`src/sv/tspc_pkg.sv`:
```
// shared types and constants for the strip plane clipper
package tspc_pkg;
  localparam int COORD_FRAC_BITS = 16;
  localparam int COLOUR_BITS = 16;
  localparam int T_BITS = 16;
  localparam int QDEPTH = 2;

  typedef struct packed {
    logic signed [31:0] pos_x;
    logic signed [31:0] pos_y;
    logic signed [31:0] pos_z;
    logic signed [31:0] tex_u;
    logic signed [31:0] tex_v;
    logic signed [31:0] tex_w;
    logic [15:0] col_r;
    logic [15:0] col_g;
    logic [15:0] col_b;
    logic [15:0] col_a;
  } vtx_t;

  typedef struct packed {
    vtx_t v0;
    vtx_t v1;
    vtx_t v2;
  } tri_t;

  typedef enum logic [2:0] {
    BK_IDLE, BK_DIST, BK_EDGE, BK_DIV, BK_LERP, BK_EMIT
  } bk_state_t;

  localparam logic [2:0] REG_PX = 3'd0;
  localparam logic [2:0] REG_PY = 3'd1;
  localparam logic [2:0] REG_PZ = 3'd2;
  localparam logic [2:0] REG_NX = 3'd3;
  localparam logic [2:0] REG_NY = 3'd4;
  localparam logic [2:0] REG_NZ = 3'd5;
endpackage

```
`src/sv/tspc_if.sv`:
```
// valid/ready channel carrying vertex payloads
interface tspc_vtx_if;
  logic valid;
  logic ready;
  tspc_pkg::vtx_t data;
  logic flag;
  modport source (output valid, output data, output flag, input ready);
  modport sink (input valid, input data, input flag, output ready);
endinterface

```
`src/sv/tspc_front.sv`:
```
// front end: strip tracking, triangle assembly and queue
module tspc_front #(
  parameter int COLOUR_BITS = tspc_pkg::COLOUR_BITS
) (
  input  logic clk,
  input  logic rst_n,
  tspc_vtx_if.sink in_ch,
  output logic q_valid,
  output tspc_pkg::tri_t q_tri,
  input  logic q_pop
);
  tspc_pkg::vtx_t held0_r, held1_r, nv;
  logic [1:0] fill_r;
  logic odd_r;
  tspc_pkg::tri_t q_r [tspc_pkg::QDEPTH];
  logic [1:0] cnt_r;
  logic wp_r, rp_r;
  logic acc, push;
  logic [1:0] fill_eff;
  logic odd_eff;
  localparam logic [15:0] CMASK = 16'((32'd1 << COLOUR_BITS) - 1);

  // mask colours to configured width
  always_comb begin
    nv = in_ch.data;
    nv.col_r = in_ch.data.col_r & CMASK;
    nv.col_g = in_ch.data.col_g & CMASK;
    nv.col_b = in_ch.data.col_b & CMASK;
    nv.col_a = in_ch.data.col_a & CMASK;
  end

  assign in_ch.ready = (cnt_r != 2'(tspc_pkg::QDEPTH));
  assign acc = in_ch.valid && in_ch.ready;
  assign fill_eff = in_ch.flag ? 2'd0 : fill_r;
  assign odd_eff = in_ch.flag ? 1'b0 : odd_r;
  assign push = acc && (fill_eff == 2'd2);

  // strip state
  always_ff @(posedge clk) begin
    if (!rst_n) begin
      fill_r <= 2'd0;
      odd_r <= 1'b0;
    end else if (acc) begin
      if (fill_eff < 2'd2) begin
        fill_r <= fill_eff + 2'd1;
        odd_r <= odd_eff;
      end else begin
        odd_r <= ~odd_eff;
      end
    end
  end

  // held vertices
  always_ff @(posedge clk) begin
    if (acc) begin
      if (fill_eff == 2'd0) held0_r <= nv;
      else if (fill_eff == 2'd1) held1_r <= nv;
      else begin
        held0_r <= held1_r;
        held1_r <= nv;
      end
    end
  end

  // triangle queue
  always_ff @(posedge clk) begin
    if (push) begin
      q_r[wp_r].v0 <= held0_r;
      q_r[wp_r].v1 <= odd_eff ? nv : held1_r;
      q_r[wp_r].v2 <= odd_eff ? held1_r : nv;
    end
  end

  always_ff @(posedge clk) begin
    if (!rst_n) begin
      cnt_r <= 2'd0;
      wp_r <= 1'b0;
      rp_r <= 1'b0;
    end else begin
      if (push) wp_r <= ~wp_r;
      if (q_pop) rp_r <= ~rp_r;
      cnt_r <= cnt_r + {1'b0, push} - {1'b0, q_pop};
    end
  end

  assign q_valid = (cnt_r != 2'd0);
  assign q_tri = q_r[rp_r];
endmodule

```
`src/flat_wrapper.sv`:
```
// flat-port wrapper written by rule: the top's interface ports become plain ports
module tspc_front_flat 
#(
  parameter int COLOUR_BITS = tspc_pkg::COLOUR_BITS
)
  (clk, rst_n, q_valid, q_tri, q_pop, in_ch_valid, in_ch_data, in_ch_flag, in_ch_ready);
  tspc_vtx_if in_ch_i ();
  input  logic clk;
  input  logic rst_n;
  output logic q_valid;
  output tspc_pkg::tri_t q_tri;
  input  logic q_pop;
  input wire logic [$bits(in_ch_i.valid)-1:0] in_ch_valid;
  input wire logic [$bits(in_ch_i.data)-1:0] in_ch_data;
  input wire logic [$bits(in_ch_i.flag)-1:0] in_ch_flag;
  output wire logic [$bits(in_ch_i.ready)-1:0] in_ch_ready;
  assign in_ch_i.valid = in_ch_valid;
  assign in_ch_i.data = in_ch_data;
  assign in_ch_i.flag = in_ch_flag;
  assign in_ch_ready = in_ch_i.ready;
  tspc_front #(.COLOUR_BITS(COLOUR_BITS)) u_core (.clk(clk), .rst_n(rst_n), .in_ch(in_ch_i), .q_valid(q_valid), .q_tri(q_tri), .q_pop(q_pop));
endmodule
```
`config.mk`:
```
export PLATFORM = sky130hd
export DESIGN_NAME = tspc_front_flat
export DESIGN_NICKNAME = d
export VERILOG_FILES = /design/src/sv/tspc_pkg.sv /design/src/sv/tspc_if.sv /design/src/sv/tspc_front.sv /design/src/flat_wrapper.sv
export SDC_FILE = /design/constraint.sdc
export NUM_CORES = 2
export LEC_CHECK = 0
export BUFFER_PORTS_ARGS = -buffer_cell sky130_fd_sc_hd__buf_2
export CORE_MARGIN = 1.5
export CORE_UTILIZATION = 35
export DETAILED_ROUTE_END_ITERATION = 8
export HOLD_SLACK_MARGIN = 0.12
export PLACE_DENSITY = 0.58
export SYNTH_ARGS = -nofsm -noshare
export SYNTH_HDL_FRONTEND = slang
export SYNTH_SLANG_ARGS = --single-unit
```
`constraint.sdc`:
```
create_clock -name clk -period 30.9 [get_ports clk]
set_input_delay 4.635 -clock clk [delete_from_list [all_inputs] [get_ports clk]]
set_output_delay 4.635 -clock clk [all_outputs]
set_load 0.005 [all_outputs]
```
==> impl_metrics.json <==
{
  "run_status": "finished clean",
  "grt_pass1_vias": 43639,
  "postRouteWirelength_um": 211000,
  "worst-path-buf-inv": 5,
  "mappedNetlistArea_mm2": 0.0806,
  "fp.coreArea_mm2": 0.228,
  "die_h_um": 483,
  "ir_drop_v": 0.0000577,
  "clk_latency_worst_skew_pair_ns": 0.84,
  "drt-vias-per-instance": 4.82,
  "placementRows": 175,
  "drt_first_iter_violations": 2909,
  "crit_arrival_ns": 5.56,
  "clkSinkCount": 2056,
  "synthDistinctLibCells": 31,
  "min_from": "u_core.held0_r[160]",
  "route.vias.total": 44238,
  "clock-skew-final_ns": 0.0684,
  "die-area_mm2": 0.233,
  "final_layout_size_suffix_gt1_share_pct": 39.4,
  "ys_async_sr_fraction_pct": 0,
  "global_route.overflow_total": 0,
  "num-nets-final": 6224,
  "ant_nets": 0,
  "timing.critical_path.to_type": "output port",
  "tightest_slew_ns": 1.20,
  "timing_hold_violations_final": 0,
  "timing.hold.worst_endpoint": "u_core.q_r[1][672]",
  "timing.critical_path.slowest_stage_cell": "dfxtp_4",
  "cts_tree": "done",
  "critical_path.cell_chain": "buf_4, buf_4, buf_4, buf_4, mux2_2, buf_2",
  "synth_enable_flop_cells": 2048,
  "fin_tns_setup_ns": 0,
  "yosys.area.top_type_share_pct": 76.3,
  "synth.yosys.seq_area_share_pct": 76.5,
  "start_kind": "flip-flop",
  "clock_tree.htree_level_count": 4,
  "clock_power_share_pct": 40.5,
  "globalplace.congestion": 0.846,
  "start_util_pct": 35.3,
  "clk_pin_slew_worst_paths_ns": 0.06,
  "worst_path_dominant_cell_family": "buffers and inverters",
  "synth_largest_area_cell": "edfxtp_1",
  "synth.ff_latch_count": 2056,
  "initial_antenna_violation_count": 74,
  "syn_inst": 4887,
  "critPathKind": "reg -> out",
  "wire_per_inst_um": 23.0,
  "post_cts_buffers": 0,
  "drt_pre_antenna_iters": 7,
  "powerDensity_mw_per_mm2": 63.4,
  "grt_setup_unrepaired": "no",
  "netSwitchingFraction_pct": 22.3,
  "numCtsBuffers": 210,
  "timing.slew.headroom_pct": 20.2,
  "timing.critical_path.slowest_cell_delay_ns": 0.88,
  "drv.max_cap_violation_count": 0,
  "postCtsHoldBufs": 0,
  "first_pass_grt_wire_length_um": 300000,
  "clock_path_buffers": 3,
  "setup_viol_count_final": 0,
  "path_max_fanout": 71,
  "grt.total_usage_pct": 17.4,
  "drc_errors": 0,
  "synthFlopType": "edfxtp_1",
  "detailed_place_hpwl_um": 137000,
  "net-switching-power_mw": 1.35,
  "port_buffers": 1030,
  "synthesis.yosys.warnings": 0,
  "mappedNetlistNets": 5152,
  "slew_viol_final": 0,
  "die-width_um": 483,
  "multi_input_comb_area_mm2": 0.0176,
  "layoutNonFillerInstCount": 9179,
  "final.min_clock_period_ns": 10.19,
  "period_share_pct": 33.0,
  "internal-power_mw": 4.71,
  "floorplan.io_pins": 1031,
  "most_frequently_used_cell_type_in_the_post_synthesis_netlist": "edfxtp_1",
  "sequential_cell_area_mm2": 0.0617,
  "rr_startpoint": "u_core.fill_r[1]",
  "synthTopCellsByArea": "edfxtp_1 (76%), mux2_2 (14%), nand2_1 (7.2%)",
  "quantity_of_gates_resized_following_cts": 0,
  "syn2layout_area_growth_pct": 18.5,
  "fillCellCount": 20546,
  "worst_r2r_path_depth": 10,
  "synth_area_per_cell_um2": 16.5,
  "synth.top_cells.by_count": "edfxtp_1 (2048), nand2_1 (1537), mux2_2 (1024)",
  "max_clock_freq_mhz": 98.1,
  "regToRegSetupSlack_ns": 25.31,
  "power.share.sequential_pct": 52.7,
  "placed_cells": 8756,
  "p_leak_nw": 34.6,
  "hold_path.class": "reg -> reg",
  "grt_start_max_net_pins": 151,
  "worst-endpoint-required_ns": 26.27,
  "reg2reg_to": "u_core.q_r[0][248]",
  "clock-root-buffer": "clkbuf_16",
  "combinationalPowerShare_pct": 6.9,
  "cp_common_cell": "buf_4",
  "worstHoldPathCells": 0
}
-- stage by stage --
step	setup WS, ns	power, mW	hold slack, ns	instance area (um^2)	util [%]
CTS	20.58	6.12	0.400	95400	41.8
global placement	20.74	3.66	0.422	88800	38.9
detailed placement	20.70	3.67	0.429	88800	38.9
floorplan	7.25	3.50	0.421	80600	-
global route	20.37	6.26	0.407	95500	41.8
finish	20.71	6.05	0.389	95500	41.9
-- cell type report --
class | instances | share of cell area (%)
well taps | 3009 | 3.94
inverters | 7 | 0.0354
clock inverters | 131 | 1.26
repair buffers | 1088 | 5.97
flip-flops and latches | 2056 | 64.6
clock buffers | 253 | 5.69
multi-input cells | 2596 | 18.4
diodes | 39 | 0.102
-- worst reg2reg max path, stage by stage (launching register included) --
cell and delay (ns):
dfxtp_1 0.36, nand2b_1 0.18, inv_1 0.11, ha_1 0.19, nand2_2 0.09, or3_2 0.50, inv_8 0.61, buf_4 0.75
buf_12 0.67, buf_4 0.78, buf_4 0.85
-- cells in the final DEF, fill, tap and decap left out, drive strengths merged, types with 2 or more instances in the layout --
master | synthesis | layout
nand2b | 2 | 2
diode | 0 | 39
nand2 | 1538 | 1538
clkinvlp | 0 | 6
clkinv | 0 | 103
a21oi | 2 | 2
o21ai | 2 | 2
dfxtp | 8 | 8
mux2 | 1024 | 1024
nor3 | 2 | 2
nor2b | 3 | 3
ha | 4 | 4
bufinv | 0 | 14
edfxtp | 2048 | 2048
inv | 7 | 15
buf | 227 | 1088
a311oi | 2 | 2
clkbuf | 1 | 253
nor2 | 4 | 4
-- kinds of logic after synthesis --
kind of cell	Yosys count	synth area share, %
flip-flops	2056	76.5
AND/OR/NAND/NOR	1555	7.30
multiplexers	1024	14.3
buffers and inverters	235	1.68
AO/OA/AOI/OAI	11	0.0963
adder cells (fa/ha/maj)	4	0.0621
XOR/XNOR	2	0.0217
-- how the worst max path moves through the flow --
stage                              end  cells past startpoint
floorplan             u_core.q_r[1][0]                      4
global placement    u_core.q_r[1][237]                      9
detailed placement  u_core.q_r[0][750]                     11
CTS                         q_tri[762]                      6
global route                q_tri[241]                      6
finish                      q_tri[241]                      6
-- power groups by stage --
| stage | sequential [mW] | clock [mW] | combinational, mW |
|---|---|---|---|
| detailed placement | 3.25 | 0 | 0.422 |
| global placement | 3.24 | 0 | 0.419 |
| floorplan | 3.26 | 0 | 0.240 |
| finish | 3.19 | 2.45 | 0.417 |
| CTS | 3.19 | 2.51 | 0.425 |
| global route | 3.19 | 2.61 | 0.451 |
-- flip-flops by register name, summed over array words and instances (netlist names), named ones only --
signal	flops
u_core.cnt_r	2
u_core.held1_r	256
u_core.wp_r	1
u_core.q_r	1536
u_core.rp_r	1
u_core.held0_r	256
u_core.odd_r	1
u_core.fill_r	2
-- routing by layer --
| metal | GRT usage [%] | share of wire, % | up-vias |
|---|---|---|---|
| li1 | - | - | 20058 |
| met1 | 22.0 | 41 | 22299 |
| met2 | 28.2 | 48 | 1479 |
| met3 | 6.07 | 9.1 | 352 |
| met4 | 5.01 | 2.4 | 50 |
| met5 | 0 | 0.16 | - |
No activity file was read; power rests on OpenSTA's default activity.
